===== src/sv/tpe_pkg.sv =====
`default_nettype none
// ----------------------------------------------------------------------------
// tpe_pkg
// Shared types and constants for the timer pool expiry engine.
// ----------------------------------------------------------------------------
package tpe_pkg;

	localparam int POOL   = 64;
	localparam int IDX_W  = (POOL > 1) ? $clog2(POOL) : 1;
	localparam int CNT_W  = $clog2(POOL + 1);
	localparam int ID_W   = 16;
	localparam int CD_W   = 20;
	localparam int TICK_W = 32;

	localparam logic [1:0] REQ_ADD    = 2'd0;
	localparam logic [1:0] REQ_CANCEL = 2'd1;
	localparam logic [1:0] REQ_TICK   = 2'd2;

	localparam logic [1:0] ST_OK   = 2'd0;
	localparam logic [1:0] ST_FULL = 2'd1;
	localparam logic [1:0] ST_MISS = 2'd2;

	localparam logic [ID_W-1:0] ID_MAX = '1;

	typedef struct packed {
		logic [1:0]      req_type;
		logic [CD_W-1:0] wait_ticks;
		logic [ID_W-1:0] cancel_id;
	} req_t;

	typedef struct packed {
		logic [1:0]        status;
		logic [ID_W-1:0]   ident;
		logic              fired;
		logic              last;
		logic [6:0]        active_count;
		logic [TICK_W-1:0] tick_now;
	} rsp_t;

	typedef struct packed {
		logic [ID_W-1:0] id;
		logic [CD_W-1:0] cd;
	} entry_t;

	typedef enum logic [1:0] {
		CELL_HOLD,
		CELL_UP,
		CELL_DOWN
	} cell_cmd_e;

	typedef struct packed {
		cell_cmd_e        cmd;
		logic             wr_en;
		logic [IDX_W-1:0] wr_idx;
		entry_t           wr_data;
	} cell_ctl_t;

	typedef enum logic [1:0] {
		S_IDLE,
		S_EXEC,
		S_PASS,
		S_FIN
	} state_e;

endpackage
`default_nettype wire


===== src/sv/tpe_cell.sv =====
`default_nettype none
// ----------------------------------------------------------------------------
// tpe_cell
// One timer cell of the age-ordered row: holds, takes the newer neighbor's
// entry (insert), or the older neighbor's entry / a written entry (drain).
// ----------------------------------------------------------------------------
module tpe_cell
	import tpe_pkg::*;
(
	input  wire logic      clk,
	input  wire cell_cmd_e cmd,
	input  wire logic      sel,
	input  wire entry_t    up_in,
	input  wire entry_t    dn_in,
	input  wire entry_t    wr_data,
	output entry_t         q
);

	entry_t entry_q;

	always_ff @(posedge clk) begin
		case (cmd)
			CELL_UP:   entry_q <= up_in;
			CELL_DOWN: entry_q <= sel ? wr_data : dn_in;
			default:   entry_q <= entry_q;
		endcase
	end

	assign q = entry_q;

endmodule
`default_nettype wire


===== config.mk =====
export PLATFORM = sky130hd
export DESIGN_NAME = tpe_cell
export DESIGN_NICKNAME = d
export VERILOG_FILES = /design/src/sv/tpe_pkg.sv /design/src/sv/tpe_cell.sv
export SDC_FILE = /design/constraint.sdc
export NUM_CORES = 1
export LEC_CHECK = 0
export ABC_CLOCK_PERIOD_IN_PS = 1730
export BUFFER_PORTS_ARGS = -buffer_cell sky130_fd_sc_hd__buf_2
export CAP_MARGIN = 30
export CELL_PAD_IN_SITES_DETAIL_PLACEMENT = 1
export CELL_PAD_IN_SITES_GLOBAL_PLACEMENT = 1
export CORE_UTILIZATION = 28
export CTS_CLUSTER_SIZE = 16
export DETAILED_ROUTE_END_ITERATION = 8
export PLACE_DENSITY = 0.85
export SYNTH_ARGS = -nofsm -noshare
export SYNTH_HDL_FRONTEND = slang
export SYNTH_SLANG_ARGS = --single-unit
export TNS_END_PERCENT = 30

===== constraint.sdc =====
create_clock -name clk -period 1.73 [get_ports clk]
set_input_delay 0 -clock clk [delete_from_list [all_inputs] [get_ports clk]]
set_output_delay 0 -clock clk [all_outputs]
set_load 0.02 [all_outputs]

=== After elaboration in Yosys (flattened, before gate mapping) ===
Index checks and enable logic that the tools add are counted.

* Bits in registers: 36
* Bits in latches: 0
* Memory bits (writable): 0
* Memory bits (read-only): 0
* Bits of input ports: 112
* Output and inout bits: 36
* Logic and storage cells: 7
* Memories kept: 0

* Add/subtract/negate cells: 0
* Multiply operators: 0
* Div/mod/pow operators: 0
* Magnitude comparators: 0
* Equal/unequal tests: 2
* Shifts and indexed selects: 0
* Multiplexer cells: 2
* Bitwise logic cells: 0
* Reduce and logical (&&, ||, !) cells: 1

{| class="wikitable"
|+ Operators by type and width
! kind !! number
|-
| 36-bit one-hot mux with 2 select lines || 1
|-
| 36-bit 2-to-1 mux || 1
|-
| 2-bit by 1-bit equality test with 1-bit output (second input constant) || 1
|-
| 2-bit equality test (second input constant) || 1
|-
| 2-bit nonzero test || 1
|}

=== Longest topological paths before layout ===
* Depth in word-level cells: 2
* Mapped depth: 6

=== Worst setup path before layout ===
OpenSTA, ideal clock, no wires.

* Path type: input to register
* Start: input port cmd[0]
* End: register entry_q (netlist bit q[0]), enable pin
* Library setup time: 0.391 ns
* Arrival time: 1.015 ns
* Path slack: 0.324 ns
* Stages on the path: 3
* Path buffers: 0
* Cells stage by stage: inv_1 > ha_1 > inv_1

* Word-level cells in the longest chain between the ends: 2

{| class="wikitable"
|+ Ends and longest elaborated chain
! what !! RTL line !! source
|-
| from (decl) || tpe_cell.sv:11 || <nowiki>input wire cell_cmd_e cmd,</nowiki>
|-
| 2-bit equality test / 2-bit by 1-bit equality test with 1-bit output (equally long branches) || tpe_cell.sv:22 || <nowiki>case (cmd)</nowiki>
|-
| 2-bit nonzero test (no source line) * || n/a ||
|-
| to (signal assigned) || tpe_cell.sv:23 || <nowiki>CELL_UP: entry_q <= up_in;</nowiki>
|-
| to (signal assigned) || tpe_cell.sv:24 || <nowiki>CELL_DOWN: entry_q <= sel ? wr_data : dn_in;</nowiki>
|-
| to (signal assigned) || tpe_cell.sv:25 || <nowiki>default: entry_q <= entry_q;</nowiki>
|-
| to (decl) || tpe_cell.sv:19 || <nowiki>entry_t entry_q;</nowiki>
|}

Every way passes the cells marked *; elsewhere a longest branch is shown, timed or not.
A chain may end at the register's enable or synchronous reset.

=== Final worst setup path ===
* Start: register entry_q (netlist bit q[6])
* End: output port q[6] (netlist name)

{| class="wikitable"
|+ RTL lines
! what !! RTL line !! source
|-
| to (decl) || tpe_cell.sv:16 || <nowiki>output entry_t q</nowiki>
|}

No word-level cell between the ends.

==> out/summary.txt <==
====================================================================================
Cell-internal power                                                         1.644 mW
Crit-path cells                                                                buf_2
Pin count of the biggest net entering global routing                              40
RSZ-0062 raised after global routing                                           false
Endpoints failing setup                                                            0
Top post-synthesis cells by area                                        sky130_fd_sc_hd__edfxtp_1, sky130_fd_sc_hd__mux2i_1, sky130_fd_sc_hd__a21oi_1
Crit share post-route                                                         0.4816
Num CTS Buffers                                                                    5
Number of setup buffers added after CTS                                            0
Final worst slack                                                          0.8968 ns
Max VDD drop                                                               0.2730 mV
Total power                                                                 2.321 mW
Mean number of vias per cell                                                   4.654
Filler cells                                                                     783
Fin cells                                                                        382
CP Class                                                                     reg2out
H-tree levels                                                                      2
Fin. max-slew vios                                                                 0
Core Area                                                               0.006422 mm^2
Largest register FFs                                                              36
Initial antenna violation count                                                    0
Worst hold path type                                                          in2reg
Final antenna diode count                                                          0
Share of power burned in combinational logic                                   0.271
Via count of the first global-routing pass                                      1841
Synth cell types                                                                  10
Required arrival time at the worst endpoint                                  1.73 ns
Worst min-delay path startpoint                                            up_in[17]
Worst setup path startpoint                                             q[6]$_DFFE_PP_
Weighted congestion at the end of routability-driven global placement         0.6771
Standard-cell row count                                                           29
Chip height                                                                 84.04 um
Fraction of final layout cells sized beyond drive strength 1                  0.5180
Buffer depth of the longest clock path                                             2
Clock transition at path regs                                                0.07 ns
Total gr overflow                                                                  0
Drt wl/cell                                                                 13.18 um
Total iterations of the first detailed-routing run                                 6
Hold slack final                                                          0.03851 ns
Number of cells on the critical path                                               1
Proportion of synthesized chip area in sequential cells                       0.5737
Worst hold path cell count                                                         3
Failing checks                                                                   DRC
Number of warnings printed during yosys synthesis                                  0
Endpoint with the worst hold slack                                      q[17]$_DFFE_PP_
Type of origin of the critical path                                        flip-flop
Largest area contributor in the synthesized netlist                     sky130_fd_sc_hd__edfxtp_1
Finished Cell Area                                                      0.002744 mm^2
Final routed DRC violation total                                                  22
Effective utilization at floorplan                                            0.2934
Fmax achieved                                                               1200 MHz
Max transition margin                                                         0.7709
Post-cts sizing count                                                              0
Post-synthesis register bit count                                                 36
Share of power burned in registers                                             0.493
Root cell of the clock tree                                             sky130_fd_sc_hd__clkbuf_8
# clock sinks                                                                     36
Number of hold violations in the final report                                      0
Critical Path Fanout Max                                                           1
Leakage                                                                     1.362 nW
Placed inst area                                                        0.002666 mm^2
Status                                                                  finished, violations left
Kind of capture point of the worst setup path                             output pin
I/O pin count                                                                    148
Number of buffers inserted by hold repair at cts                                   0
Remaining antenna violation count after routing                                    0
Sum of negative setup slack                                                     0 ns
Placed Cells incl. Taps                                                          375
Arrival time of data at the critical path endpoint                           0.83 ns
Power per cell area                                                     845.9 mW/mm^2
Mean post-synth cell area                                                 11.85 um^2
Worst-path cell with the longest stage delay                            sky130_fd_sc_hd__edfxtp_1
Peak per-stage delay on the critical path                                    0.38 ns
Net switching power figure                                                 0.6772 mW
GR Util All Layers                                                            0.1428
Mapped cell area                                                        0.001884 mm^2
Area of the die                                                         0.007062 mm^2
Total number of vias                                                            1778
First-pass GRT wire length                                                  7.900 mm
Area fraction of the dominant cell type after synthesis                       0.5737
Sum of buffers and inverters on the critical path                                  1
CTS tree                                                                       built
Gate count after technology mapping                                              159
Crit path max-delay family                                                flip-flops
Number of buffers added on ports                                                 147
Detailed router's first-iteration violation count                                 48
End-of-flow core utilization                                                  0.4272
DP Wirelength                                                               3.990 mm
Max_cap viols                                                                      0
Area added between synthesis and finish                                       45.62%
Die boundary width                                                          84.04 um
Tmin final                                                                 0.8332 ns
Number of nets in the final layout                                               418
Synthesized net count                                                            272
Clk network pwr share                                                          0.236
Worst-Margin Slew                                                          0.3436 ns
Switching fraction of total power                                             0.2918
Pre-CTS setup slack                                                        0.6361 ns
Post-Route WL                                                               5.036 mm
====================================================================================
layout make-up:
cell class / count / area [um^2] / share of cell area
repair buffers: 151 / 790.8 / 0.2882
multi-input cells: 109 / 690.7 / 0.2517
inverters: 2 / 7.507 / 0.002736
clock inverters: 1 / 5.005 / 0.001824
well taps: 77 / 96.34 / 0.03511
flip-flops and latches: 36 / 1081 / 0.3940
clock buffers: 6 / 72.57 / 0.02645
how the worst max path moves through the flow:
stage / end / slack (ns)
2_1_floorplan: q[0]$_DFFE_PP_ / 0.32
3_3_place_gp: q[24]$_DFFE_PP_ / 0.69
3_5_place_dp: q[8]$_DFFE_PP_ / 0.64
4_1_cts: q[5] / 0.88
5_1_grt: q[18] / 0.85
6_report: q[6] / 0.90
power groups by stage:
stage / Combinational (mW) / Clock (mW) / Sequential (mW)
floorplan: 0.186 / 0 / 1.34
global placement: 0.622 / 0 / 1.16
detailed placement: 0.639 / 0 / 1.17
CTS: 0.640 / 0.574 / 1.15
global route: 0.680 / 0.602 / 1.16
finish: 0.630 / 0.548 / 1.14
logic make-up (layout without fill, tap and decap cells):
group / after synthesis / in the layout / synth area share
flip-flops: 36 / 36 / 0.5737
AND/OR/NAND/NOR: 36 / 36 / 0.07171
adder cells (fa/ha/maj): 1 / 1 / 0.006639
AO/OA/AOI/OAI: 36 / 36 / 0.09562
buffers and inverters: 14 / 160 / 0.06109
multiplexers: 36 / 36 / 0.1912
per-layer routing:
layer  part of all wire  routed length, um  track usage  vias up
met4             0.0050                 25      0.03762        0
met1               0.35               1783       0.1339      819
met5                  0                  0            0        -
met3              0.091                460      0.05242        2
li1                   -                  -            -      869
met2               0.55               2767       0.2854       88
cell usage after synthesis (all sizes together):
cell type and number:
mux2i 36, a21oi 36, inv 2, nor2 36, edfxtp 36, ha 1
buf 9, clkbuf 3
cells in the final DEF, fill, tap and decap left out:
cell type / count
sky130_fd_sc_hd__buf_2: 147
sky130_fd_sc_hd__clkbuf_1: 1
sky130_fd_sc_hd__a21oi_1: 36
sky130_fd_sc_hd__nor2_1: 36
sky130_fd_sc_hd__edfxtp_1: 36
sky130_fd_sc_hd__inv_1: 2
sky130_fd_sc_hd__clkbuf_8: 5
sky130_fd_sc_hd__buf_12: 2
sky130_fd_sc_hd__mux2i_1: 36
sky130_fd_sc_hd__clkinv_2: 1
sky130_fd_sc_hd__ha_2: 1
sky130_fd_sc_hd__buf_4: 2
No activity file was read; power rests on OpenSTA's default activity.
