## src/sv/tpe_pkg.sv

```systemverilog
`default_nettype none
// ----------------------------------------------------------------------------
// tpe_pkg
// Shared types and constants for the timer pool expiry engine.
// ----------------------------------------------------------------------------
package tpe_pkg;

	localparam int POOL   = 64;
	localparam int IDX_W  = (POOL > 1) ? $clog2(POOL) : 1;
	localparam int CNT_W  = $clog2(POOL + 1);
	localparam int ID_W   = 16;
	localparam int CD_W   = 20;
	localparam int TICK_W = 32;

	localparam logic [1:0] REQ_ADD    = 2'd0;
	localparam logic [1:0] REQ_CANCEL = 2'd1;
	localparam logic [1:0] REQ_TICK   = 2'd2;

	localparam logic [1:0] ST_OK   = 2'd0;
	localparam logic [1:0] ST_FULL = 2'd1;
	localparam logic [1:0] ST_MISS = 2'd2;

	localparam logic [ID_W-1:0] ID_MAX = '1;

	typedef struct packed {
		logic [1:0]      req_type;
		logic [CD_W-1:0] wait_ticks;
		logic [ID_W-1:0] cancel_id;
	} req_t;

	typedef struct packed {
		logic [1:0]        status;
		logic [ID_W-1:0]   ident;
		logic              fired;
		logic              last;
		logic [6:0]        active_count;
		logic [TICK_W-1:0] tick_now;
	} rsp_t;

	typedef struct packed {
		logic [ID_W-1:0] id;
		logic [CD_W-1:0] cd;
	} entry_t;

	typedef enum logic [1:0] {
		CELL_HOLD,
		CELL_UP,
		CELL_DOWN
	} cell_cmd_e;

	typedef struct packed {
		cell_cmd_e        cmd;
		logic             wr_en;
		logic [IDX_W-1:0] wr_idx;
		entry_t           wr_data;
	} cell_ctl_t;

	typedef enum logic [1:0] {
		S_IDLE,
		S_EXEC,
		S_PASS,
		S_FIN
	} state_e;

endpackage
`default_nettype wire

```

## src/sv/tpe_ctrl.sv

```systemverilog
`default_nettype none
// ----------------------------------------------------------------------------
// tpe_ctrl
// Request sequencer: drives results, executes add directly, runs cancel and
// tick as a row pass (one entry reaches the head per cycle unless stalled).
// ----------------------------------------------------------------------------
module tpe_ctrl
	import tpe_pkg::*;
(
	input  wire logic clk,
	input  wire logic arst_n,
	input  wire logic req_valid,
	output logic      req_ready,
	input  wire req_t req,
	output logic      rsp_valid,
	input  wire logic rsp_ready,
	output rsp_t      rsp,
	input  wire entry_t head,
	output cell_ctl_t cell_ctl
);

	state_e            state_q, state_d;
	req_t              req_q;
	logic [CNT_W-1:0]  live_q;
	logic [CNT_W-1:0]  steps_q;
	logic [ID_W-1:0]   next_id_q;
	logic [TICK_W-1:0] tick_q;
	logic              found_q;
	logic              pend_valid_q;
	logic [ID_W-1:0]   pend_id_q;
	logic [CNT_W-1:0]  pend_cnt_q;
	logic              out_valid_q;
	rsp_t              out_q;

	logic              out_free;
	logic              is_tick;
	logic              is_cancel;
	logic              pool_full;
	logic              skip_pass;
	logic              head_due;
	logic              fire;
	logic              step_go;
	logic              emit;
	rsp_t              emit_rsp;
	logic              add_ok;
	logic              tick_adv;

	assign out_free  = !out_valid_q || rsp_ready;
	assign is_tick   = (req_q.req_type == REQ_TICK);
	assign is_cancel = (req_q.req_type == REQ_CANCEL);
	assign pool_full = (live_q == CNT_W'(POOL));
	assign skip_pass = (live_q == '0) || (is_cancel && req_q.cancel_id == '0);
	// only the first (newest) match of a cancel is dropped
	assign head_due  = is_tick ? (head.cd == '0)
	                           : (!found_q && head.id == req_q.cancel_id);
	assign fire      = is_tick && head_due;

	// next state
	always_comb begin
		state_d = state_q;
		case (state_q)
			S_IDLE: begin
				if (req_valid)
					state_d = S_EXEC;
			end
			S_EXEC: begin
				if (is_tick || is_cancel)
					state_d = skip_pass ? S_FIN : S_PASS;
				else if (out_free)
					state_d = S_IDLE;
			end
			S_PASS: begin
				if (step_go && steps_q == CNT_W'(1))
					state_d = S_FIN;
			end
			S_FIN: begin
				if (out_free)
					state_d = S_IDLE;
			end
			default: state_d = S_IDLE;
		endcase
	end

	// outputs and datapath control
	always_comb begin
		cell_ctl         = '0;
		cell_ctl.cmd     = CELL_HOLD;
		cell_ctl.wr_data = head;
		emit             = 1'b0;
		emit_rsp         = '0;
		emit_rsp.tick_now     = tick_q;
		emit_rsp.active_count = 7'(live_q);
		step_go          = 1'b0;
		add_ok           = 1'b0;
		tick_adv         = 1'b0;
		req_ready        = (state_q == S_IDLE);
		case (state_q)
			S_EXEC: begin
				if (!is_tick && !is_cancel && out_free) begin
					emit          = 1'b1;
					emit_rsp.last = 1'b1;
					if (req_q.req_type != REQ_ADD) begin
						emit_rsp.status = ST_MISS;
					end else if (pool_full) begin
						emit_rsp.status = ST_FULL;
					end else begin
						add_ok                = 1'b1;
						emit_rsp.status       = ST_OK;
						emit_rsp.ident        = next_id_q;
						emit_rsp.active_count = 7'(live_q + CNT_W'(1));
						cell_ctl.cmd          = CELL_UP;
						cell_ctl.wr_data.id   = next_id_q;
						cell_ctl.wr_data.cd   = (req_q.wait_ticks == '0) ?
						                        CD_W'(1) : req_q.wait_ticks;
					end
				end
			end
			S_PASS: begin
				// a fire must wait when the held result cannot move out
				step_go = !fire || !pend_valid_q || out_free;
				if (step_go) begin
					cell_ctl.cmd    = CELL_DOWN;
					cell_ctl.wr_en  = !head_due;
					cell_ctl.wr_idx = IDX_W'(live_q - CNT_W'(1));
					if (is_tick)
						cell_ctl.wr_data.cd = head.cd - CD_W'(1);
					if (fire && pend_valid_q) begin
						emit                  = 1'b1;
						emit_rsp.status       = ST_OK;
						emit_rsp.ident        = pend_id_q;
						emit_rsp.fired        = 1'b1;
						emit_rsp.active_count = 7'(pend_cnt_q);
					end
				end
			end
			S_FIN: begin
				if (out_free) begin
					emit          = 1'b1;
					emit_rsp.last = 1'b1;
					if (is_tick) begin
						tick_adv = 1'b1;
						if (pend_valid_q) begin
							emit_rsp.ident        = pend_id_q;
							emit_rsp.fired        = 1'b1;
							emit_rsp.active_count = 7'(pend_cnt_q);
						end
					end else begin
						emit_rsp.status = found_q ? ST_OK : ST_MISS;
					end
				end
			end
			default: ;
		endcase
	end

	always_ff @(posedge clk or negedge arst_n) begin
		if (!arst_n) begin
			state_q      <= S_IDLE;
			live_q       <= '0;
			steps_q      <= '0;
			next_id_q    <= ID_W'(1);
			tick_q       <= '0;
			found_q      <= 1'b0;
			pend_valid_q <= 1'b0;
			out_valid_q  <= 1'b0;
		end else begin
			state_q <= state_d;
			if (state_q == S_IDLE && req_valid) begin
				steps_q      <= live_q;
				found_q      <= 1'b0;
				pend_valid_q <= 1'b0;
			end
			if (add_ok) begin
				live_q    <= live_q + CNT_W'(1);
				next_id_q <= (next_id_q == ID_MAX) ? ID_W'(1) : next_id_q + ID_W'(1);
			end
			if (step_go) begin
				steps_q <= steps_q - CNT_W'(1);
				if (head_due) begin
					live_q <= live_q - CNT_W'(1);
					if (is_cancel)
						found_q <= 1'b1;
				end
				if (fire)
					pend_valid_q <= 1'b1;
			end
			if (tick_adv)
				tick_q <= tick_q + TICK_W'(1);
			if (emit)
				out_valid_q <= 1'b1;
			else if (rsp_ready)
				out_valid_q <= 1'b0;
		end
	end

	always_ff @(posedge clk) begin
		if (state_q == S_IDLE && req_valid)
			req_q <= req;
		if (step_go && fire) begin
			pend_id_q  <= head.id;
			pend_cnt_q <= live_q - CNT_W'(1);
		end
		if (emit)
			out_q <= emit_rsp;
	end

	assign rsp_valid = out_valid_q;
	assign rsp       = out_q;

endmodule
`default_nettype wire

```

## config.mk

```make
export PLATFORM = sky130hd
export DESIGN_NAME = tpe_ctrl
export DESIGN_NICKNAME = d
export VERILOG_FILES = /design/src/sv/tpe_pkg.sv /design/src/sv/tpe_ctrl.sv
export SDC_FILE = /design/constraint.sdc
export NUM_CORES = 1
export LEC_CHECK = 0
export BUFFER_PORTS_ARGS = -buffer_cell sky130_fd_sc_hd__buf_2
export CAP_MARGIN = 20
export CORE_UTILIZATION = 49
export CTS_CLUSTER_DIAMETER = 100
export CTS_CLUSTER_SIZE = 14
export DETAILED_ROUTE_END_ITERATION = 6
export GPL_ROUTABILITY_DRIVEN = 0
export PLACE_DENSITY = 0.72
export SLEW_MARGIN = 30
export SYNTH_ARGS = -nofsm -noshare
export SYNTH_HDL_FRONTEND = slang
export SYNTH_SLANG_ARGS = --single-unit
```

## constraint.sdc

```tcl
create_clock -name clk -period 7.9 [get_ports clk]
set_clock_uncertainty 0.15 [all_clocks]
set_input_delay 0.79 -clock clk [delete_from_list [all_inputs] [get_ports clk]]
set_output_delay 0.79 -clock clk [all_outputs]
set_load 0.01 [all_outputs]
```

Word level (Yosys, flattened, before mapping)
Index checks and enable logic that the tools add are counted.
{"block": "classes", "addsub": 6, "eq_ne": 11, "n_mux": 72, "reduce_logical": 30}
{"cell": "$mux W36", "n": 3}
{"cell": "$mux W7", "n": 12}
{"cell": "$mux W16", "n": 4}
{"cell": "$mux W20", "n": 3}
{"cell": "$pmux W18 S3", "n": 1}
{"cell": "$mux W17", "n": 3}
{"cell": "$logic_not A20 Y1", "n": 2}
{"cell": "$pmux W20 S2", "n": 1}
{"cell": "$add A32 B1 Y32 const B", "n": 1}
{"cell": "$mux W1", "n": 27}
{"cell": "$mux W27", "n": 1}
{"cell": "$pmux W7 S3", "n": 1}
{"cell": "$sub A20 B1 Y20 const B", "n": 1}
{"cell": "$mux W19", "n": 1}
{"cell": "$mux W18", "n": 1}
{"cell": "$add A16 B1 Y16 const B", "n": 1}
{"cell": "$eq A16 B16 Y1", "n": 1}
{"cell": "$eq A16 B16 Y1 const B", "n": 1}
{"cell": "$logic_not A16 Y1", "n": 1}
{"cell": "$mux W2", "n": 7}
{"cell": "$sub A7 B1 Y7 const B", "n": 2}
{"cell": "$logic_and A1 B1 Y1", "n": 9}
{"cell": "$mux W9", "n": 1}
{"cell": "$mux W8", "n": 1}
{"cell": "other kinds (16)", "n": 33}
{"block": "word_totals", "register_bits": 187, "inputBits": 78, "out_inout_bits": 106, "word_cells": 138}

Longest topological paths before layout
Gate-level depths: netlist of run 1.
{"block": "logic_depth", "depth_word": 11, "ltp_mapped": 10, "ltp_nobuf": 8}

Least setup slack after synthesis of run 1
No wires, ideal clock.
{"block": "synth_timing", "kind": "input to register", "start": "input head[5] (netlist name)", "end": "register out_q, in the netlist rsp[0] (enable)", "setup_time_ps": 496, "arrival_ps": 4635, "required_ps": 7254, "path_slack_ps": 2619, "cell_stages": 5, "n_path_buf": 0, "cell_sequence": "nor4_2 > nand4_1 > nor2_1 > nand3_1 > a21oi_1"}
{"block": "synth_between", "elab_chain_cells": 8, "elab_cells_between_ends": 10, "classes_between": "mux (4); reduce/logical (6)"}
{"item": "start: declaration", "line_no": "tpe_ctrl.sv:18", "source": "input wire entry_t head,"}
{"item": "$logic_not A20 Y1 *", "line_no": "tpe_ctrl.sv:54", "source": "assign head_due = is_tick ? (head.cd == '0)"}
{"item": "$mux W1 *", "line_no": "tpe_ctrl.sv:54"}
{"item": "$logic_and A1 B1 Y1 *", "line_no": "tpe_ctrl.sv:56", "source": "assign fire = is_tick && head_due;"}
{"item": "$logic_not A1 Y1", "line_no": "tpe_ctrl.sv:120", "source": "step_go = !fire || !pend_valid_q || out_free;"}
{"item": "$logic_or A1 B1 Y1 (2 in series)", "line_no": "tpe_ctrl.sv:120"}
{"item": "$mux W1 *", "line_no": "tpe_ctrl.sv:121", "source": "if (step_go) begin"}
{"item": "$pmux W1 S3 *", "line_no": "tpe_ctrl.sv:97", "source": "case (state_q)"}
{"item": "named net emit", "line_no": "tpe_ctrl.sv:43", "source": "logic emit;"}
{"item": "end signal: assignment", "line_no": "tpe_ctrl.sv:204", "source": "out_q <= emit_rsp;"}
{"item": "end: declaration", "line_no": "tpe_ctrl.sv:33", "source": "rsp_t out_q;"}
The timed path passes the listed nets; every way through them passes the cells marked *.
A chain may end at the register's enable or synchronous reset.

==> results.json, run 1 <==
{
  "run_status": "finished clean",
  "placedInstanceArea_sq_um": 10170,
  "worstPathArrival_ns": 3.68,
  "grt_pass1_vias": 6611,
  "worst_setup_path_start_kind": "register",
  "min_period_ns": 4.622,
  "grt_pass1_wl_um": 34280,
  "grt_overflow_total": 0,
  "setup.worst_path.class": "register to primary output",
  "num_rows": 49,
  "slew_viol_final": 0,
  "syn_to_final_growth_pct": 19.14,
  "dpl.hpwl_um": 15460,
  "drt_wl_total_um": 21760,
  "detailedRoute.firstPassIterationCount": 5,
  "p_leak_uw": 0.004445,
  "clock_path_buffers": 2,
  "crit_path_launch": "req_q[36]",
  "nFillCells": 1559,
  "postSynth.asyncResetShare": 0.3583,
  "final.setup.tns_ns": 0,
  "root_buffer": "sky130_fd_sc_hd__clkbuf_16",
  "cts_inserted_buffers": 17,
  "cts_resized": 0,
  "synthesis.area_sq_um": 9022,
  "final_cell_area_sq_um": 10750,
  "achievable_freq_mhz": 216.3,
  "crit_end_element": "primary output",
  "number_of_flops_mapped_to_enable_cells_by_yosys": 120,
  "postSynthCellCount": 833,
  "multi_input_comb_area_sq_um": 3510,
  "most_common_cell_after_layout_fill_and_taps_aside": "sky130_fd_sc_hd__buf_2",
  "layout-drive-gt1-share": 0.2358,
  "antenna_found_initial": 2,
  "num_vias": 7124,
  "cts.sinks": 187,
  "yosys_most_used_dff": "sky130_fd_sc_hd__edfxtp_1",
  "synth.net_count": 926,
  "cts_tree": "built",
  "largest_net_degree_at_the_start_of_global_routing": 68,
  "ir_worst_vdd_mv": 0.1899,
  "post-synth-top-area-fraction": 0.3994,
  "die_h_um": 137.7,
  "r2r_end": "rsp[53]",
  "fin_crit_sh": 0.5851,
  "post_cts_setup_repair_buffer_count": 0,
  "drv_cap": 0,
  "worst-r2r-setup-slack_ns": 4.18,
  "synth-seq-cells": 187,
  "cts_hold_buf": 0,
  "rr_startpoint": "state_q[0]",
  "cp.required_ns": 6.96,
  "cell_area_power_density_nw_per_um2": 287.5,
  "clk-insertion-delay-late_ns": 0.43,
  "p_total_uw": 3090,
  "synthesis.yosys.warnings": 0,
  "hp-class": "input pin to asynchronous set/reset pin",
  "dieWidth_um": 137.7,
  "io_pins": 184,
  "worstMarginPinSlew_ns": 0.8736,
  "sequential_cell_area_sq_um": 5281,
  "slew_headroom": 0.4163,
  "cts_htree_levels": 4,
  "initial_utilization": 0.5006,
  "mostFrequentLayoutCells": "sky130_fd_sc_hd__buf_2, sky130_fd_sc_hd__nand2_1, sky130_fd_sc_hd__edfxtp_1",
  "design.core.area_sq_um": 18020,
  "seq_area_frac_synth": 0.5854,
  "final-setup-viol-count": 0,
  "final_critical_path_setup_slack_ns": 3.278,
  "reg2regPathDepth": 8,
  "area_contributors_post_synth": "sky130_fd_sc_hd__edfxtp_1, sky130_fd_sc_hd__dfrtp_1, sky130_fd_sc_hd__nand2_1",
  "synth_top_area_cell": "sky130_fd_sc_hd__edfxtp_1",
  "post_synth.cell_area_avg_sq_um": 10.83,
  "number_of_remaining_drc_errors": 0,
  "ant_nets": 0,
  "buffer_ports.inserted": 183,
  "yosysUniqueCellTypes": 67,
  "detail_route.vias_per_cell": 5.686,
  "clock_transition_time_at_the_flip_flop_clock_pins_of_the_worst_setup_and_hold_paths_ns": 0.08,
  "avgRoutedWirePerCell_um": 17.37,
  "fin_nets": 1102,
  "die_area_sq_um": 18960,
  "track_usage": 0.2382,
  "hold_viol_final": 0,
  "worst-path-max-fanout": 12,
  "rsz0062_at_grt": "no",
  "first_iter_violations": 509,
  "pre_cts_slack_ns": 3.535
}
[flip-flops by register name (all words and copies together) (netlist names), 2 cells and up]
signal,count
rsp,59
req_q,38
tick_q,32
next_id_q,16
pend_id_q,16
live_q,7
pend_cnt_q,7
steps_q,7
state_q,2
[final cells by class]
class,instances,share of cell area
Sequential cell,187,0.4913
Multi-Input combinational cell,583,0.3265
Timing Repair Buffer,192,0.09184
Clock buffer,17,0.03958
Tap cell,229,0.02666
Clock inverter,15,0.01385
Inverter,28,0.009778
Antenna cell,2,0.0004656
[cell families (layout without fill, tap and decap cells)]
family          count (synthesis)  after routing  synth area share
buf+inv                        63            252           0.02760
xor+xnor                       66             66           0.06407
mux                             8              8          0.009014
compound gates                145            145            0.1011
fa+ha+maj                      15             15           0.02080
other cells                     0              2                 0
flops                         187            187            0.5854
simple gates                  349            349            0.1921
[metrics by stage]
step	instances	hold slack, ns	utilization
floorplan	833	0.2749	-
global placement	1219	0.2799	0.5640
detailed placement	1219	0.2892	0.5640
CTS	1251	0.3061	0.5959
global route	1252	0.3190	0.5962
finish	1253	0.3058	0.5963
[power breakdown]
part	total, uW	switching (uW)	internal (uW)	leakage, uW
Sequential	1360	101	1260	0.00202
Combinational	904	589	316	0.00214
Clock	823	402	420	0.000281
[layer usage]
layer	global-route usage	vias to the layer above	share of wire
li1	-	3400	-
met1	0.3193	3406	0.43
met2	0.3869	288	0.48
met3	0.04231	30	0.069
met4	0.08756	0	0.020
met5	0	-	0
[critical path: stages (launching register included)]
cell and delay [ns]:
sky130_fd_sc_hd__edfxtp_1 0.39, sky130_fd_sc_hd__inv_1 0.10, sky130_fd_sc_hd__ha_1 0.43, sky130_fd_sc_hd__or3b_2 0.56
sky130_fd_sc_hd__or3_1 0.39, sky130_fd_sc_hd__nor4_2 0.50, sky130_fd_sc_hd__nand3_1 0.23, sky130_fd_sc_hd__or4_1 0.44
sky130_fd_sc_hd__nand3_1 0.09, sky130_fd_sc_hd__buf_2 0.13
[synthesized netlist by cell type (3+ instances only)]
cell type                   instances
sky130_fd_sc_hd__nor3_1            17
sky130_fd_sc_hd__nor4_1            10
sky130_fd_sc_hd__o211ai_1           4
sky130_fd_sc_hd__nor4b_1            3
sky130_fd_sc_hd__nand4_1           21
sky130_fd_sc_hd__mux2i_1            7
sky130_fd_sc_hd__o221ai_1           3
sky130_fd_sc_hd__o31ai_1            4
sky130_fd_sc_hd__nand3_1           43
sky130_fd_sc_hd__nor2_1            49
sky130_fd_sc_hd__a31oi_1           14
sky130_fd_sc_hd__ha_1              15
sky130_fd_sc_hd__nor2b_1            6
sky130_fd_sc_hd__or4_1              4
sky130_fd_sc_hd__a21oi_1           37
sky130_fd_sc_hd__nand2_1          131
sky130_fd_sc_hd__buf_1              4
sky130_fd_sc_hd__or3_1              8
sky130_fd_sc_hd__xnor2_1           47
sky130_fd_sc_hd__o311a_1            3
sky130_fd_sc_hd__and2_1             7
sky130_fd_sc_hd__o21ai_0           42
sky130_fd_sc_hd__or2_2              4
sky130_fd_sc_hd__o22ai_1            3
sky130_fd_sc_hd__and4_1             5
sky130_fd_sc_hd__clkbuf_1          26
sky130_fd_sc_hd__nand2b_1           3
sky130_fd_sc_hd__inv_1             28
sky130_fd_sc_hd__edfxtp_1         120
sky130_fd_sc_hd__a22oi_1            6
sky130_fd_sc_hd__dfrtp_1           66
sky130_fd_sc_hd__and3_1            23
sky130_fd_sc_hd__o311ai_0           5
sky130_fd_sc_hd__buf_2              4
sky130_fd_sc_hd__xor2_1            19
sky130_fd_sc_hd__o2bb2ai_1          3
[worst max-delay path by stage]
stage / to / slack [ns] / depth (start not counted)
after detailed placement: cell_ctl[19] / 3.53 / 8
after floorplan: rsp[0] / 2.62 / 5
after global routing: cell_ctl[1] / 3.07 / 8
after CTS: cell_ctl[17] / 3.30 / 9
final: cell_ctl[17] / 3.28 / 9
after global placement: cell_ctl[0] / 3.55 / 8
Note: power is estimated with default switching activity, not from simulation.
==> run 2, diff against run 1 <==
--- a/config.mk
+++ b/config.mk
@@ -12,7 +12,7 @@
 export CTS_CLUSTER_SIZE = 14
 export DETAILED_ROUTE_END_ITERATION = 6
 export GPL_ROUTABILITY_DRIVEN = 0
-export PLACE_DENSITY = 0.72
+export PLACE_DENSITY = 0.75
 export SLEW_MARGIN = 30
 export SYNTH_ARGS = -nofsm -noshare
 export SYNTH_HDL_FRONTEND = slang
==> constraint.sdc (replaced) <==
create_clock -name clk -period 4.03 [get_ports clk]
set_clock_uncertainty 0.15 [all_clocks]
set_input_delay 0.403 -clock clk [delete_from_list [all_inputs] [get_ports clk]]
set_output_delay 0.403 -clock clk [all_outputs]
set_load 0.01 [all_outputs]
==> results.json, run 2 (synthesis gave the netlist of run 1 again) <==
{
  "grt.met1_usage": 0.3092,
  "clock_transition_time_at_the_flip_flop_clock_pins_of_the_worst_setup_and_hold_paths_ns": 0.07,
  "ir_worst_vdd_mv": 0.3422,
  "hold_viol_final": 0,
  "design.core.area_sq_um": 18020,
  "post_cts_setup_repair_buffer_count": 0,
  "mostFrequentLayoutCells": "sky130_fd_sc_hd__buf_2, sky130_fd_sc_hd__nand2_1, sky130_fd_sc_hd__edfxtp_1",
  "fin_crit_sh": 0.9361,
  "pre_cts_slack_ns": 0.6009,
  "achievable_freq_mhz": 265.1,
  "first_iter_violations": 643,
  "cts_htree_levels": 4,
  "worst_hold_slack_ns": 0.04700,
  "worstPathArrival_ns": 3.22,
  "cts_tree": "built",
  "dpl.hpwl_um": 16020,
  "antenna_found_initial": 1,
  "num_rows": 49,
  "detail_route.vias_per_cell": 5.685,
  "setup.worst_path.class": "register to primary output",
  "path_cells": "inv_1, ha_1, or3b_2, or3_1, nor4_4, nand3_1, or4_1, nand3_1, buf_2",
  "avgRoutedWirePerCell_um": 17.81,
  "hp-class": "input pin to register",
  "die_area_sq_um": 18960,
  "initial_utilization": 0.5006,
  "layout-drive-gt1-share": 0.2360,
  "nFillCells": 1439,
  "largest_register_ff_count": 59,
  "num_vias": 7396,
  "drv_cap": 0,
  "global_route.usage.met2": 0.4355,
  "drt_wl_total_um": 23180,
  "sequential_cell_area_sq_um": 5281,
  "worstMarginPinSlew_ns": 0.7925,
  "min_period_ns": 3.772,
  "root_buffer": "sky130_fd_sc_hd__clkbuf_16",
  "number_of_remaining_drc_errors": 0,
  "worst-path-max-fanout": 6,
  "buffer_ports.inserted": 183,
  "slew_headroom": 0.4717,
  "grt_overflow_total": 0,
  "p_leak_uw": 0.004701,
  "track_usage": 0.2534,
  "final_critical_path_setup_slack_ns": 0.2576,
  "multi_input_comb_area_sq_um": 3530,
  "path_common_cell": "sky130_fd_sc_hd__nand3_1",
  "slew_viol_final": 0,
  "grt_util_met3": 0.05261,
  "slowest_stage": "sky130_fd_sc_hd__or3b_2",
  "largest_net_degree_at_the_start_of_global_routing": 60,
  "dpl.cell_count": 1230,
  "grt_pass1_wl_um": 36070,
  "final_cell_area_sq_um": 11300,
  "layout_cells_excl_fill": 1301,
  "final.setup.tns_ns": 0,
  "cts.sinks": 187,
  "clock_path_buffers": 2,
  "cp.required_ns": 3.48,
  "top_usage_layer": "met2",
  "die_h_um": 137.7,
  "worst_setup_path_start_kind": "register",
  "crit_end_element": "primary output",
  "detailedRoute.firstPassIterationCount": 5,
  "grt_pass1_vias": 7122,
  "final-setup-viol-count": 0,
  "dieWidth_um": 137.7,
  "diodes": 0,
  "cp_slowest_stage_delay_ns": 0.51,
  "cell_area_power_density_nw_per_um2": 553.6,
  "run_status": "finished clean",
  "rsz0062_at_grt": "no",
  "most_common_cell_after_layout_fill_and_taps_aside": "sky130_fd_sc_hd__buf_2",
  "io_pins": 184,
  "placedInstanceArea_sq_um": 10270,
  "fin_nets": 1152,
  "ant_nets": 0,
  "clk-insertion-delay-late_ns": 0.44,
  "cts_inserted_buffers": 17,
  "syn_to_final_growth_pct": 25.25
}
## run 2: layer usage
layer  routed length [um]  vias to the layer above  share of wire
met5                    0                        -              0
met1                 9644                     3569           0.42
met3                 1369                       50          0.059
met2                11540                      282           0.50
met4                  622                        0          0.027
li1                     -                     3495              -
## run 2: cell type report
class	count	area share
clock inverter	15	0.01805
tap	229	0.02535
clock buffer	17	0.03764
sequential	187	0.4673
timing repair buffer	242	0.1300
multi-input combinational	583	0.3123
inverter	28	0.009300
## run 2: repair_timing
item                       4_1_cts  5_1_grt
hold endpoints to repair        70        0
resized for setup                0        1
hold buffers                    39        0
setup endpoints to repair        0        2
## run 2: worst max-delay path, delay by kind of cell, from the launching register on
| kind | cells | cell delay (ns) |
|---|---|---|
| simple gates | 6 | 1.93 |
| buf+inv | 2 | 0.23 |
| flops | 1 | 0.41 |
| fa+ha+maj | 1 | 0.20 |
## run 2: power by group
group          internal, uW  total (uW)  switching, uW
Clock                   865        1740            872
Sequential             2470        2670            202
Combinational           675        1850           1170
## run 2: worst paths after layout
check                           slack (ns)      endpoint  depth (start not counted)       start
worst max-delay path                  0.26  cell_ctl[17]                          9   req_q[36]
worst min-delay path                  0.05  pend_id_q[7]                          1    head[27]
worst max register to register        1.08       rsp[38]                          9  state_q[0]
max in group asynchronous             2.30  next_id_q[0]                          3      arst_n
worst min register to register        0.31       rsp[30]                          0  tick_q[30]
min in group asynchronous             0.45    tick_q[16]                          2      arst_n
## run 2: through the flow
stage,util,total power [uW]
6_report,0.6270,6256
5_1_grt,0.6270,6583
4_1_cts,0.6265,6271
3_5_place_dp,0.5699,4512
3_3_place_gp,0.5698,4461
2_1_floorplan,-,3769
==> run 3, diff against run 2 <==
--- a/config.mk
+++ b/config.mk
@@ -5,14 +5,15 @@
 export SDC_FILE = /design/constraint.sdc
 export NUM_CORES = 1
 export LEC_CHECK = 0
-export BUFFER_PORTS_ARGS = -buffer_cell sky130_fd_sc_hd__buf_2
 export CAP_MARGIN = 20
+export CORE_ASPECT_RATIO = 0.75
 export CORE_UTILIZATION = 49
 export CTS_CLUSTER_DIAMETER = 100
 export CTS_CLUSTER_SIZE = 14
 export DETAILED_ROUTE_END_ITERATION = 6
+export DONT_BUFFER_PORTS = 1
 export GPL_ROUTABILITY_DRIVEN = 0
-export PLACE_DENSITY = 0.75
+export PLACE_DENSITY = 0.67
 export SLEW_MARGIN = 30
 export SYNTH_ARGS = -nofsm -noshare
 export SYNTH_HDL_FRONTEND = slang
==> results.json, run 3 (synthesis gave the netlist of run 1 again) <==
{
  "worst-r2r-setup-slack_ns": 0.96,
  "detail_route.vias_per_cell": 6.088,
  "achievable_freq_mhz": 261.8,
  "run_status": "finished clean",
  "grt_overflow_total": 0,
  "diodes": 0,
  "initial_utilization": 0.5065,
  "worstPathArrival_ns": 3.27,
  "path_cells": "inv_1, ha_1, nor2b_1, and3_1, and3_1, buf_4, nor2b_1, buf_4, nand2_1, o311ai_0",
  "clk-insertion-delay-late_ns": 0.44,
  "cts.sinks": 187,
  "hp-class": "input pin to register",
  "ant_nets": 0,
  "design.core.area_sq_um": 17810,
  "placedInstanceArea_sq_um": 9375,
  "worst_hold_slack_ns": 0.1476,
  "pre_cts_slack_ns": 0.6087,
  "first_iter_violations": 831,
  "largest_register_ff_count": 59,
  "ir_worst_vdd_mv": 0.3395,
  "multi_input_comb_area_sq_um": 3530,
  "io_pins": 184,
  "detailedRoute.firstPassIterationCount": 5,
  "cts_tree": "built",
  "die_h_um": 119.5,
  "final_cell_area_sq_um": 10560,
  "avgRoutedWirePerCell_um": 20.89,
  "final.setup.tns_ns": 0,
  "most_common_cell_after_layout_fill_and_taps_aside": "sky130_fd_sc_hd__nand2_1",
  "hold_viol_final": 0,
  "antenna_found_initial": 0,
  "mostFrequentLayoutCells": "sky130_fd_sc_hd__nand2_1, sky130_fd_sc_hd__edfxtp_1, sky130_fd_sc_hd__dfrtp_1",
  "worst_setup_path_start_kind": "register",
  "worst-path-max-fanout": 9,
  "post_cts_setup_repair_buffer_count": 0,
  "num_vias": 7001,
  "num_rows": 42,
  "crit_end_element": "primary output",
  "slew_headroom": 0.3695,
  "slew_viol_final": 0,
  "drv_cap": 0,
  "number_of_remaining_drc_errors": 0,
  "drt_wl_total_um": 24030,
  "final-setup-viol-count": 0,
  "syn_to_final_growth_pct": 17.04,
  "fin_nets": 988,
  "nFillCells": 1481,
  "root_buffer": "sky130_fd_sc_hd__clkbuf_16",
  "dieWidth_um": 158.7,
  "fin_crit_sh": 0.9477,
  "cts_htree_levels": 4,
  "sequential_cell_area_sq_um": 5281,
  "p_leak_uw": 0.004022,
  "worstMarginPinSlew_ns": 0.9339,
  "clock_path_buffers": 2,
  "cp.required_ns": 3.48,
  "clock_transition_time_at_the_flip_flop_clock_pins_of_the_worst_setup_and_hold_paths_ns": 0.08,
  "setup.worst_path.class": "register to primary output",
  "layout-drive-gt1-share": 0.08040,
  "die_area_sq_um": 18970,
  "grt_pass1_wl_um": 38030,
  "slowest_stage": "sky130_fd_sc_hd__dfrtp_1",
  "dpl.hpwl_um": 16790,
  "track_usage": 0.2666,
  "rsz0062_at_grt": "no",
  "grt_pass1_vias": 6627,
  "cts_inserted_buffers": 17,
  "final_critical_path_setup_slack_ns": 0.2108,
  "cp_slowest_stage_delay_ns": 0.47,
  "min_period_ns": 3.819,
  "largest_net_degree_at_the_start_of_global_routing": 68,
  "buffer_ports.inserted": 0,
  "cell_area_power_density_nw_per_um2": 567.7
}
run 3: changes by cell type in the layout (fill, tap and decap cells not counted), moves of 2 or more:
cell                            previous run  this run
sky130_fd_sc_hd__clkinv_8                  5         2
sky130_fd_sc_hd__inv_6                     2         5
sky130_fd_sc_hd__inv_12                    3         0
sky130_fd_sc_hd__dlygate4sd3_1            39        55
sky130_fd_sc_hd__buf_4                    19        22
sky130_fd_sc_hd__buf_2                   183         0
sky130_fd_sc_hd__clkinvlp_4                0         2
run 3: what timing repair did:
action | CTS | global route
endpoints found under the setup margin | 0 | 3
endpoints found under the hold margin | 121 | 0
gates resized for setup | 0 | 1
hold buffers | 56 | 0
run 3: critical path: cells and delay by family, from the launching register on:
kind | cells | cell delay (ns)
flops | 1 | 0.47
compound gates | 1 | 0.20
fa+ha+maj | 1 | 0.26
buf+inv | 3 | 0.56
simple gates | 5 | 1.34
run 3: metrics by stage:
stage / utilization / std cells / total power, uW
2_1_floorplan: - / 833 / 3769
3_3_place_gp: 0.5263 / 1062 / 4159
3_5_place_dp: 0.5263 / 1062 / 4220
4_1_cts: 0.5923 / 1150 / 5994
5_1_grt: 0.5928 / 1150 / 6278
6_report: 0.5928 / 1150 / 5995
run 3: path summary, 6_finish.rpt:
check / start / end / depth (start not counted)
max in group asynchronous: arst_n / next_id_q[0] / 2
min in group asynchronous: arst_n / live_q[5] / 2
worst min register to register: tick_q[30] / rsp[30] / 0
worst min-delay path: req_valid / state_q[1] / 2
worst max-delay path: state_q[1] / cell_ctl[12] / 10
worst max register to register: live_q[0] / rsp[34] / 8
run 3: report_power, final:
group | switching (uW) | internal, uW | leakage [uW]
combinational | 1000 | 470 | 0.00171
sequential | 322 | 2480 | 0.00202
clock | 827 | 890 | 0.000289
total | 2150 | 3840 | 0.00402
run 3: metal layers:
metal	track usage	vias to the layer above	share of wire	routed length [um]
li1	-	3169	-	-
met3	0.06934	37	0.090	2169
met1	0.3872	3427	0.44	10620
met5	0	-	0	0
met4	0.08173	0	0.019	460
met2	0.3901	368	0.45	10780
run 3: layout make-up:
type | count | share of cell area
clock inverters | 15 | 0.01635
inverters | 28 | 0.009953
flip-flops and latches | 187 | 0.5001
multi-input cells | 583 | 0.3342
clock buffers | 17 | 0.04028
repair buffers | 78 | 0.07038
well taps | 242 | 0.02867
